### config.mk
export PLATFORM = sky130hd
export DESIGN_NAME = counting_semaphore_wait_queue_unit
export DESIGN_NICKNAME = d
export VERILOG_FILES = /design/src/rtl/core/csq_pkg.sv /design/src/rtl/core/csq_ctrl.sv /design/src/rtl/core/csq_dpath.sv /design/src/rtl/core/counting_semaphore_wait_queue_unit.sv
export SDC_FILE = /design/constraint.sdc
export NUM_CORES = 1
export LEC_CHECK = 0
export BUFFER_PORTS_ARGS = -buffer_cell sky130_fd_sc_hd__buf_2
export CORE_MARGIN = 3
export CORE_UTILIZATION = 50
export DETAILED_ROUTE_END_ITERATION = 7
export GPL_ROUTABILITY_DRIVEN = 0
export GPL_TIMING_DRIVEN = 0
export HOLD_SLACK_MARGIN = 0.1
export PLACE_DENSITY_LB_ADDON = 0.12
export SYNTH_ARGS = -nofsm -noshare
export SYNTH_HDL_FRONTEND = slang
export SYNTH_SLANG_ARGS = --single-unit
### constraint.sdc
create_clock -name clk -period 4.3 [get_ports clk]
set_clock_uncertainty 0.2 [all_clocks]
set_input_delay 0 -clock clk [delete_from_list [all_inputs] [get_ports clk]]
set_output_delay 0 -clock clk [all_outputs]
set_load 0.005 [all_outputs]
### src/rtl/core/csq_pkg.sv
`default_nettype none

package csq_pkg;

  // sizing
  localparam int MAX_WAITERS    = 16;
  localparam int THREAD_ID_BITS = 8;
  localparam int QPTR_W         = $clog2(MAX_WAITERS);
  localparam int QFILL_W        = $clog2(MAX_WAITERS + 1);
  localparam int COUNT_W        = 16;
  localparam int CMD_W          = 3;
  localparam int STATUS_W       = 3;
  localparam int TID_W          = 8;

  // command codes
  typedef enum logic [CMD_W-1:0] {
    CMD_OPEN     = 3'd0,
    CMD_CLOSE    = 3'd1,
    CMD_WAIT     = 3'd2,
    CMD_SIGNAL   = 3'd3,
    CMD_TRY_WAIT = 3'd4
  } cmd_t;

  // result status codes
  typedef enum logic [STATUS_W-1:0] {
    ST_OK             = 3'd0,
    ST_NOT_OPEN       = 3'd1,
    ST_ALREADY_CLOSED = 3'd2,
    ST_BLOCKED        = 3'd3,
    ST_NO_WAITER      = 3'd4,
    ST_WOULD_BLOCK    = 3'd5,
    ST_QUEUE_FULL     = 3'd6,
    ST_ALREADY_OPEN   = 3'd7
  } status_t;

  // request item
  typedef struct packed {
    logic [CMD_W-1:0] cmd;
    logic [TID_W-1:0] thread_id;
  } req_t;

  // result item
  typedef struct packed {
    logic [STATUS_W-1:0] status;
    logic                woken_valid;
    logic [TID_W-1:0]    woken_thread;
    logic                woken_by_close;
    logic                last;
  } rsp_t;

  // controller to datapath
  typedef struct packed {
    logic exec;   // execute the request item this cycle
    logic drain;  // pop one waiter for close
  } ctl_t;

  // datapath to controller
  typedef struct packed {
    logic is_open;
    logic q_empty;
    logic q_one;
    logic out_free;
  } sts_t;

endpackage

`default_nettype wire

### src/rtl/core/csq_ctrl.sv
`default_nettype none

module csq_ctrl import csq_pkg::*; (
  input  wire logic clk,
  input  wire logic rst,
  input  wire logic req_valid,
  input  wire logic [CMD_W-1:0] req_cmd,
  output logic      req_stall,
  input  wire sts_t sts,
  output ctl_t      ctl
);

  typedef enum logic {
    S_IDLE,
    S_DRAIN
  } state_t;

  state_t state;
  logic   accept;
  logic   start_drain;

  // handshake and commands
  always_comb begin
    req_stall   = (state == S_DRAIN) || !sts.out_free;
    accept      = req_valid && !req_stall;
    start_drain = accept && (req_cmd == CMD_CLOSE) && sts.is_open && !sts.q_empty;
    ctl.exec    = accept;
    ctl.drain   = (state == S_DRAIN) && sts.out_free;
  end

  // state register
  always_ff @(posedge clk) begin
    if (rst) begin
      state <= S_IDLE;
    end else begin
      unique case (state)
        S_IDLE: begin
          if (start_drain) begin
            state <= S_DRAIN;
          end
        end
        S_DRAIN: begin
          if (ctl.drain && sts.q_one) begin
            state <= S_IDLE;
          end
        end
        default: begin
          state <= S_IDLE;
        end
      endcase
    end
  end

  // drain runs only on a closed semaphore with waiters left
  a_drain_closed: assert property (@(posedge clk) disable iff (rst)
    state == S_DRAIN |-> !sts.is_open) else $error("drain while open");
  a_drain_nonempty: assert property (@(posedge clk) disable iff (rst)
    state == S_DRAIN |-> !sts.q_empty) else $error("drain on empty queue");
  a_no_exec_in_drain: assert property (@(posedge clk) disable iff (rst)
    state == S_DRAIN |-> !ctl.exec) else $error("item taken during drain");

endmodule

`default_nettype wire

### src/rtl/core/csq_dpath.sv
`default_nettype none

module csq_dpath import csq_pkg::*; (
  input  wire logic clk,
  input  wire logic rst,
  input  wire logic cfg_valid,
  input  wire logic [COUNT_W-1:0] cfg_data,
  input  wire req_t req,
  input  wire ctl_t ctl,
  output sts_t      sts,
  output logic      rsp_valid,
  input  wire logic rsp_stall,
  output rsp_t      rsp
);

  localparam logic [QPTR_W-1:0]  PTR_LAST  = QPTR_W'(MAX_WAITERS - 1);
  localparam logic [QFILL_W-1:0] FILL_FULL = QFILL_W'(MAX_WAITERS);
  localparam logic [QFILL_W-1:0] FILL_ONE  = QFILL_W'(1);
  localparam logic [COUNT_W-1:0] COUNT_MAX = '1;

  logic [COUNT_W-1:0]        initial_count;
  logic [COUNT_W-1:0]        count, count_next;
  logic                      is_open, is_open_next;
  logic [QPTR_W-1:0]         q_head, q_head_next;
  logic [QPTR_W-1:0]         q_tail, q_tail_next;
  logic [QFILL_W-1:0]        q_fill, q_fill_next;
  logic [THREAD_ID_BITS-1:0] q_mem [MAX_WAITERS];
  logic                      push;
  logic                      emit;
  logic [TID_W-1:0]          head_tid;
  rsp_t                      res;

  function automatic logic [QPTR_W-1:0] next_ptr(input logic [QPTR_W-1:0] p);
    next_ptr = (p == PTR_LAST) ? '0 : p + QPTR_W'(1);
  endfunction

  assign head_tid = TID_W'(q_mem[q_head]);

  // status to the controller
  always_comb begin
    sts.is_open  = is_open;
    sts.q_empty  = (q_fill == '0);
    sts.q_one    = (q_fill == FILL_ONE);
    sts.out_free = !rsp_valid || !rsp_stall;
  end

  // operation execute
  always_comb begin
    count_next   = count;
    is_open_next = is_open;
    q_head_next  = q_head;
    q_tail_next  = q_tail;
    q_fill_next  = q_fill;
    push         = 1'b0;
    emit         = 1'b0;
    res          = '0;
    res.status   = ST_OK;
    res.last     = 1'b1;
    if (ctl.exec) begin
      unique case (req.cmd)
        CMD_OPEN: begin
          emit = 1'b1;
          if (is_open) begin
            res.status = ST_ALREADY_OPEN;
          end else begin
            is_open_next = 1'b1;
            count_next   = initial_count;
            q_head_next  = '0;
            q_tail_next  = '0;
            q_fill_next  = '0;
          end
        end
        CMD_CLOSE: begin
          if (!is_open) begin
            emit       = 1'b1;
            res.status = ST_ALREADY_CLOSED;
          end else begin
            is_open_next = 1'b0;
            // waiters are released by the drain that follows
            emit = (q_fill == '0);
          end
        end
        CMD_WAIT: begin
          emit = 1'b1;
          if (!is_open) begin
            res.status = ST_NOT_OPEN;
          end else if (count != '0) begin
            count_next = count - COUNT_W'(1);
          end else if (q_fill == FILL_FULL) begin
            res.status = ST_QUEUE_FULL;
          end else begin
            push        = 1'b1;
            q_tail_next = next_ptr(q_tail);
            q_fill_next = q_fill + QFILL_W'(1);
            res.status  = ST_BLOCKED;
          end
        end
        CMD_SIGNAL: begin
          emit = 1'b1;
          if (!is_open) begin
            res.status = ST_NOT_OPEN;
          end else if (q_fill != '0) begin
            q_head_next      = next_ptr(q_head);
            q_fill_next      = q_fill - QFILL_W'(1);
            res.woken_valid  = 1'b1;
            res.woken_thread = head_tid;
          end else begin
            if (count != COUNT_MAX) begin
              count_next = count + COUNT_W'(1);
            end
            res.status = ST_NO_WAITER;
          end
        end
        CMD_TRY_WAIT: begin
          emit = 1'b1;
          if (!is_open) begin
            res.status = ST_NOT_OPEN;
          end else if (count != '0) begin
            count_next = count - COUNT_W'(1);
          end else begin
            res.status = ST_WOULD_BLOCK;
          end
        end
        default: begin
          emit = 1'b0;
        end
      endcase
    end else if (ctl.drain) begin
      emit               = 1'b1;
      res.woken_valid    = 1'b1;
      res.woken_thread   = head_tid;
      res.woken_by_close = 1'b1;
      res.last           = (q_fill == FILL_ONE);
      if (q_fill == FILL_ONE) begin
        q_head_next = '0;
        q_tail_next = '0;
        q_fill_next = '0;
      end else begin
        q_head_next = next_ptr(q_head);
        q_fill_next = q_fill - QFILL_W'(1);
      end
    end
  end

  // control registers
  always_ff @(posedge clk) begin
    if (rst) begin
      initial_count <= '0;
      count         <= '0;
      is_open       <= 1'b0;
      q_head        <= '0;
      q_tail        <= '0;
      q_fill        <= '0;
      rsp_valid     <= 1'b0;
    end else begin
      if (cfg_valid) begin
        initial_count <= cfg_data;
      end
      count     <= count_next;
      is_open   <= is_open_next;
      q_head    <= q_head_next;
      q_tail    <= q_tail_next;
      q_fill    <= q_fill_next;
      rsp_valid <= emit || (rsp_valid && rsp_stall);
    end
  end

  // wait queue storage and result register
  always_ff @(posedge clk) begin
    if (push) begin
      q_mem[q_tail] <= THREAD_ID_BITS'(req.thread_id);
    end
    if (emit) begin
      rsp <= res;
    end
  end

  a_fill_bound: assert property (@(posedge clk) disable iff (rst)
    q_fill <= FILL_FULL) else $error("queue fill out of range");
  a_ptr_match: assert property (@(posedge clk) disable iff (rst)
    (q_fill == '0 || q_fill == FILL_FULL) == (q_head == q_tail))
    else $error("queue pointers disagree with fill");
  a_close_wakes: assert property (@(posedge clk) disable iff (rst)
    rsp_valid && rsp.woken_by_close |-> rsp.woken_valid && !is_open)
    else $error("close release without a woken thread");

endmodule

`default_nettype wire

### src/rtl/core/counting_semaphore_wait_queue_unit.sv
// results are registered; a close with waiters gives its first result via the drain state
// throughput: one item per cycle unless results stall; a close with n waiters gives n results,
// one per cycle from the single queue read port, stalling requests until all are out
// reset (synchronous): semaphore closed, count, initial_count and queue pointers zero,
// queue storage is not cleared
`default_nettype none

module counting_semaphore_wait_queue_unit import csq_pkg::*; (
  input  wire logic clk,
  input  wire logic rst,
  input  wire logic cfg_valid,
  output logic      cfg_ready,
  input  wire logic [COUNT_W-1:0] cfg_data,
  input  wire logic req_valid,
  output logic      req_stall,
  input  wire req_t req,
  output logic      rsp_valid,
  input  wire logic rsp_stall,
  output rsp_t      rsp
);

  ctl_t ctl;
  sts_t sts;

  // register writes are always taken
  assign cfg_ready = 1'b1;

  csq_ctrl u_ctrl (
    .clk       (clk),
    .rst       (rst),
    .req_valid (req_valid),
    .req_cmd   (req.cmd),
    .req_stall (req_stall),
    .sts       (sts),
    .ctl       (ctl)
  );

  csq_dpath u_dpath (
    .clk       (clk),
    .rst       (rst),
    .cfg_valid (cfg_valid && cfg_ready),
    .cfg_data  (cfg_data),
    .req       (req),
    .ctl       (ctl),
    .sts       (sts),
    .rsp_valid (rsp_valid),
    .rsp_stall (rsp_stall),
    .rsp       (rsp)
  );

endmodule

`default_nettype wire

## After elaboration in Yosys (flattened, before gate mapping)

Memory sizes are Yosys's and may differ from the RTL's. A register that Yosys moved wholly into a read port is not among the register bits.
Cells that the tools add are included.

- $add $sub $neg: 6
- Eq/ne operators: 24
- Muxes and demuxes: 65
- Bitwise operators: 2
- Reduce and logical (&&, ||, !) cells: 31

Operators with widths:

| operator | count |
|---|---|
| 2-to-1 mux 16 bit | 6 |
| 2-to-1 mux 4 bit | 16 |
| one-hot mux 16 bit (3 select lines) | 1 |
| 2-to-1 mux 5 bit | 9 |
| 2-to-1 mux 9 bit | 4 |
| 2-to-1 mux 3 bit | 8 |
| adder 16 x 1 -> 16 bit, second input constant | 1 |
| != test 16 bit, second input constant | 1 |
| one-hot mux 4 bit (2 select lines) | 2 |
| AND reduction 8 bit | 2 |
| nonzero test 16 bit | 1 |
| subtractor 16 x 1 -> 16 bit, second input constant | 1 |
| one-hot mux 3 bit (5 select lines) | 1 |
| one-hot mux 5 bit (3 select lines) | 1 |
| 2-to-1 mux 1 bit | 12 |
| 2-to-1 mux 11 bit | 1 |
| != test 3 x 2 -> 1 bit, second input constant | 3 |
| != test 3 bit, second input constant | 3 |
| adder 4 x 1 -> 4 bit, second input constant | 2 |
| == test 4 bit, second input constant | 2 |
| != test 2 x 1 -> 1 bit, second input constant | 4 |
| logical AND 1 bit | 7 |
| AND reduction 7 bit | 1 |
| == test 3 x 2 -> 1 bit, second input constant | 2 |
| 23 further kinds | 37 |

- Register bits after elaboration: 62
- RAM bits: 128
- Input bits: 32
- Output and inout bits: 17
- Logic and storage cells: 142
- Memories kept: 1

Memory list:

| memory | words | bits a word | rd ports | clocked after Yosys merged registers in | write ports | line | text |
|---|---|---|---|---|---|---|---|
| u_dpath.q_mem | 16 | 8 | 1 | 1 | 1 | csq_dpath.sv:27 | `logic [THREAD_ID_BITS-1:0] q_mem [MAX_WAITERS];` |

## Longest topological paths before layout

- Word-level depth: 11
- Mapped depth: 11
- Gate-level depth less buffers: 10

## Cells and area by module

From an unflattened synthesis, not the netlist that was laid out.

- Cell total of the unflattened synthesis: 666
- Area, all modules: 8899.8 µm²

Modules (own cells, without submodules):

| module | times used | cells an instance | area an instance (µm²) | sequential area each (µm²) |
|---|---|---|---|---|
| csq_dpath | 1 | 654 | 8807.2 | 5285.1 |
| csq_ctrl | 1 | 10 | 81.3 | 20.0 |
| counting_semaphore_wait_queue_unit | 1 | 2 | 11.3 | 0.0 |

## Least setup slack after synthesis

No wires, ideal clock.

- Path kind: input-to-reg
- Start point: input port req[10] (netlist name)
- End point: register u_dpath.count[9]
- Library setup time: 0.091 ns
- Data arrival time: 2.844 ns
- Data required time: 4.009 ns
- Setup slack: 1.165 ns
- Stages on the path: 10
- Path buffers: 1
- Cells stage by stage: buf_4 or2b_2 a21oi_2 ha_1 and3_1 a211oi_2 o21bai_1 a2111oi_0 o21ai_0 a311oi_1

- Word-level cells in the longest chain between the ends: 4
- Elaborated cells on any way between the ends: 14
- Classes of those cells: eq/ne (9); mux (1); reduce/logical (4)

Ends and longest elaborated chain:

| element | line | text |
|---|---|---|
| from (decl) | counting_semaphore_wait_queue_unit.sv:16 | `input wire req_t req,` |
| == test 3 x 2 -> 1 bit or == test 3 bit (tied branches) | csq_dpath.sv:60 | `unique case (req.cmd)` |
| OR reduction 2 bit (no source line) | -- |  |
| != test 2 x 1 -> 1 bit (no source line) or nonzero test 3 bit (tied branches) | -- |  |
| AND reduction 8 bit (no source line) | -- |  |
| to (signal assigned) | csq_dpath.sv:159 | `count <= count_next;` |
| to (decl) | csq_dpath.sv:22 | `logic [COUNT_W-1:0] count, count_next;` |

Parallel ways exist; a longest one is shown, timed or not.
A chain may end at the register's enable or synchronous reset.

## Worst setup path in the final report

Ends and elaborated chain as after synthesis.

==> impl_metrics.py <==
metrics = {
    "outcome": {
        "outcome": "finished clean",
    },
    "timing": {
        "tightest_slew_ps": 932.4,
        "unrepaired_setup_endpoints_after_global_routing": "no",
        "finalCriticalPeriod_ps": 3763,
        "worst_slew_margin_rel": 0.3750,
        "report.final.hold_viol_count": 0,
        "report.final.setup_viol": 0,
        "layout_worst_path_cycle_share": 0.8752,
        "totalNegativeSetupSlack_ps": 0,
        "clock.fmax_mhz": 265.7,
        "timing_max_transition_violations_final": 0,
    },
    "global_route": {
        "grt_first_pass_wirelength_um": 32820,
        "grt_max_degree": 21,
        "grt_overflow": 0,
        "grt_pass1_vias": 6049,
        "initial_antenna_violation_count": 0,
        "grt_util_all_layers": 0.2161,
    },
    "drt": {
        "detailroute.via_count": 5937,
        "wire_per_inst_um": 20.30,
        "detailedRoute.firstPassIterationCount": 6,
        "drt_iter0_drc": 377,
        "route.antenna.remaining_nets": 0,
        "detail_route.drc_violations": 0,
        "detail_route.wirelength_um": 20470,
        "avgViaCountPerCell": 5.890,
    },
    "die": {
        "initial_core_util": 0.5156,
        "die_y_um": 140.0,
        "ioPinCount": 49,
        "die_x_um": 140.0,
        "die_outline_area_um2": 19600,
        "placement_rows": 48,
        "core-area_um2": 17420,
    },
    "min_path": {
        "hold_path_class": "in -> reg",
        "hold_path.startpoint": "cfg_data[5]",
        "timing.hold.worst_endpoint": "u_dpath.initial_count[5]",
        "whs_path_depth": 4,
    },
    "clock_tree": {
        "max-clock-path-buffers": 2,
        "post_cts_buffers": 0,
        "htree_num_levels": 4,
        "clock_insertion_delay_worst_skew_ps": 430,
        "clock-root-buffer": "sky130_fd_sc_hd__clkbuf_16",
        "clkSlewWorstSetupHoldPaths_ps": 80,
        "cts_inserted_buffers": 17,
        "cts_tree": "built",
        "numClockSinks": 194,
    },
    "placed_design": {
        "dpl_cell_area_um2": 9512,
        "numPlacedInstances": 938,
        "io_buffers": 46,
        "hpwl_um": 14150,
    },
    "power_and_ir_drop": {
        "vdd.ir_drop.worst_v": 0.0002554,
        "power.leakage_nw": 3.660,
        "cellPowerDensity_nw_per_um2": 381.1,
    },
    "finish": {
        "area_growth_pct": 16.46,
        "drive_above_1_share": 0.1890,
        "final_net_count": 829,
        "diodes": 0,
        "finalNonFillerCells": 1008,
        "final_cell_area_um2": 10460,
    },
    "setup_path": {
        "r2r_end": "u_dpath.q_mem[7][3]",
        "ff2ff_path_depth": 5,
        "critical_path_class": "in -> reg",
        "worstSetupEndpointType": "flip-flop",
        "worstSetupStartpointType": "input port",
        "setup.reg_to_reg.worst_slack_ps": 830,
        "cp.required_ps": 4440,
        "r2r-start": "u_dpath.count[3]",
        "arrival_ps": 3910,
        "worst-path-max-fanout": 20,
    },
    "synth": {
        "ys_types": 75,
        "postSynthAreaPerCell_um2": 13.46,
        "ys_async_sr_fraction": 0,
        "seq_area_frac_synth": 0.5908,
        "synth_warnings": 0,
        "area_of_the_mapped_netlist_um2": 8980,
        "netlist_instances": 667,
        "synth-edff-count": 142,
        "ys_top_cells_by_area": "sky130_fd_sc_hd__edfxtp_1 (47%), sky130_fd_sc_hd__dfxtp_1 (12%), sky130_fd_sc_hd__mux4_2 (10%)",
        "synth.most_common_cell": "sky130_fd_sc_hd__edfxtp_1",
        "synth_common_cells": "sky130_fd_sc_hd__edfxtp_1 (142), sky130_fd_sc_hd__nor2_1 (68), sky130_fd_sc_hd__dfxtp_1 (52), sky130_fd_sc_hd__nand2_1 (41), sky130_fd_sc_hd__mux4_2 (40)",
        "yosys_register_bits": 194,
        "netlist.area_leader.share": 0.4749,
        "yosys_most_used_dff": "sky130_fd_sc_hd__edfxtp_1",
        "library_cell_occupying_the_most_area_in_the_post_synthesis_netlist": "sky130_fd_sc_hd__edfxtp_1",
        "synthesis.nets": 725,
    },
    "flow_run": {
        "cap_violations": 0,
    },
}
worst max-delay path, stage by stage:
cell and delay [ps]:
sky130_fd_sc_hd__dlygate4sd3_1 530, sky130_fd_sc_hd__buf_2 160, sky130_fd_sc_hd__buf_4 170, sky130_fd_sc_hd__or2b_2 360, sky130_fd_sc_hd__a21oi_4 560, sky130_fd_sc_hd__ha_1 400
sky130_fd_sc_hd__and3_1 200, sky130_fd_sc_hd__a211oi_2 440, sky130_fd_sc_hd__o21bai_1 220, sky130_fd_sc_hd__a2111oi_0 440, sky130_fd_sc_hd__o21ai_0 140, sky130_fd_sc_hd__a311oi_1 290
registers in the layout, summed over array words and instances (netlist names), named ones only:
| name | count |
|---|---|
| u_dpath.q_head | 4 |
| u_dpath.count | 16 |
| u_dpath.rsp_valid | 1 |
| u_dpath.q_mem | 128 |
| u_dpath.is_open | 1 |
| u_dpath.initial_count | 16 |
| u_dpath.q_fill | 5 |
| u_dpath.q_tail | 4 |
| u_ctrl.state | 1 |
| u_dpath.rsp | 14 |
layout by cell type, fill, tap and decap left out, types with 5 or more instances in the layout:
cell and count:
sky130_fd_sc_hd__edfxtp_1 142, sky130_fd_sc_hd__nor2_1 68, sky130_fd_sc_hd__buf_2 52, sky130_fd_sc_hd__dfxtp_1 52
sky130_fd_sc_hd__nand2_1 41, sky130_fd_sc_hd__mux4_2 40, sky130_fd_sc_hd__dlygate4sd3_1 39, sky130_fd_sc_hd__a21oi_1 33
sky130_fd_sc_hd__ha_1 25, sky130_fd_sc_hd__mux2i_1 22, sky130_fd_sc_hd__clkbuf_1 20, sky130_fd_sc_hd__inv_1 17
sky130_fd_sc_hd__clkbuf_16 17, sky130_fd_sc_hd__o21ai_0 16, sky130_fd_sc_hd__a311oi_1 14, sky130_fd_sc_hd__a211oi_1 10
sky130_fd_sc_hd__nor2b_1 10, sky130_fd_sc_hd__nor3_1 9, sky130_fd_sc_hd__and3_1 9, sky130_fd_sc_hd__nand3_1 8
sky130_fd_sc_hd__a21o_1 8, sky130_fd_sc_hd__or3_1 7, sky130_fd_sc_hd__nand4_1 7, sky130_fd_sc_hd__o21a_1 6
sky130_fd_sc_hd__nand2b_1 6, sky130_fd_sc_hd__inv_6 5
through the flow:
| stage | util | worst slack [ps] | power (mW) | hold slack, ps |
|---|---|---|---|---|
| after floorplan | - | 1165 | 2.383 | -101.1 |
| after global placement | 0.5450 | 469.0 | 2.500 | 33.79 |
| after detailed placement | 0.5461 | 304.8 | 2.511 | 43.62 |
| after CTS | 0.6000 | 215.0 | 4.015 | 131.6 |
| after global routing | 0.6004 | 284.4 | 4.153 | 155.5 |
| final | 0.6004 | 536.6 | 3.985 | 146.5 |
worst max path at each step:
stage | end | slack (ps) | startpoint
finish | u_dpath.count[9] | 540 | req[10]
global route | u_dpath.q_mem[7][2] | 280 | req[10]
CTS | u_dpath.count[9] | 210 | req[10]
detailed placement | u_dpath.count[9] | 300 | req[10]
global placement | u_dpath.q_mem[0][7] | 470 | u_dpath.count[3]
floorplan | u_dpath.count[9] | 1160 | req[10]
cells by family after synthesis:
family          Yosys count  synth area share
compound gates          130            0.1020
mux                      63            0.1261
fa+ha+maj                26           0.03706
flops                   194            0.5908
xor+xnor                  7          0.006827
other cells               1         0.0004176
simple gates            197            0.1138
buf+inv                  49           0.02299
metal layers:
metal / global-route usage / up-vias / wire length [um]
met5: 0 / - / 0
li1: - / 2804 / -
met2: 0.3788 / 161 / 10580
met3: 0.04985 / 40 / 943
met4: 0.07547 / 0 / 556
met1: 0.2636 / 2932 / 8389
layout make-up:
type                       count  area [um2]
clock buffer                  17       425.4
sequential                   194        5305
inverter                      17       63.81
buffer                        32       142.6
tap                          225       281.5
multi-input combinational    424        3496
fill                        1395        6959
timing repair buffer          85       620.6
clock inverter                14       122.6
what timing repair did:
| action | CTS | global route |
|---|---|---|
| hold endpoints to repair | 165 | 0 |
| hold buffers | 39 | 0 |
| resized for setup | 0 | 1 |
| setup endpoints to repair | 0 | 1 |
report_power, final:
group / leakage, nW / internal, mW / switching (mW) / total [mW]
logic: 1.69 / 0.191 / 0.243 / 0.435
clock network: 0.265 / 0.758 / 0.724 / 1.48
registers: 1.71 / 2.04 / 0.0321 / 2.07
No activity file was read; power rests on OpenSTA's default activity.
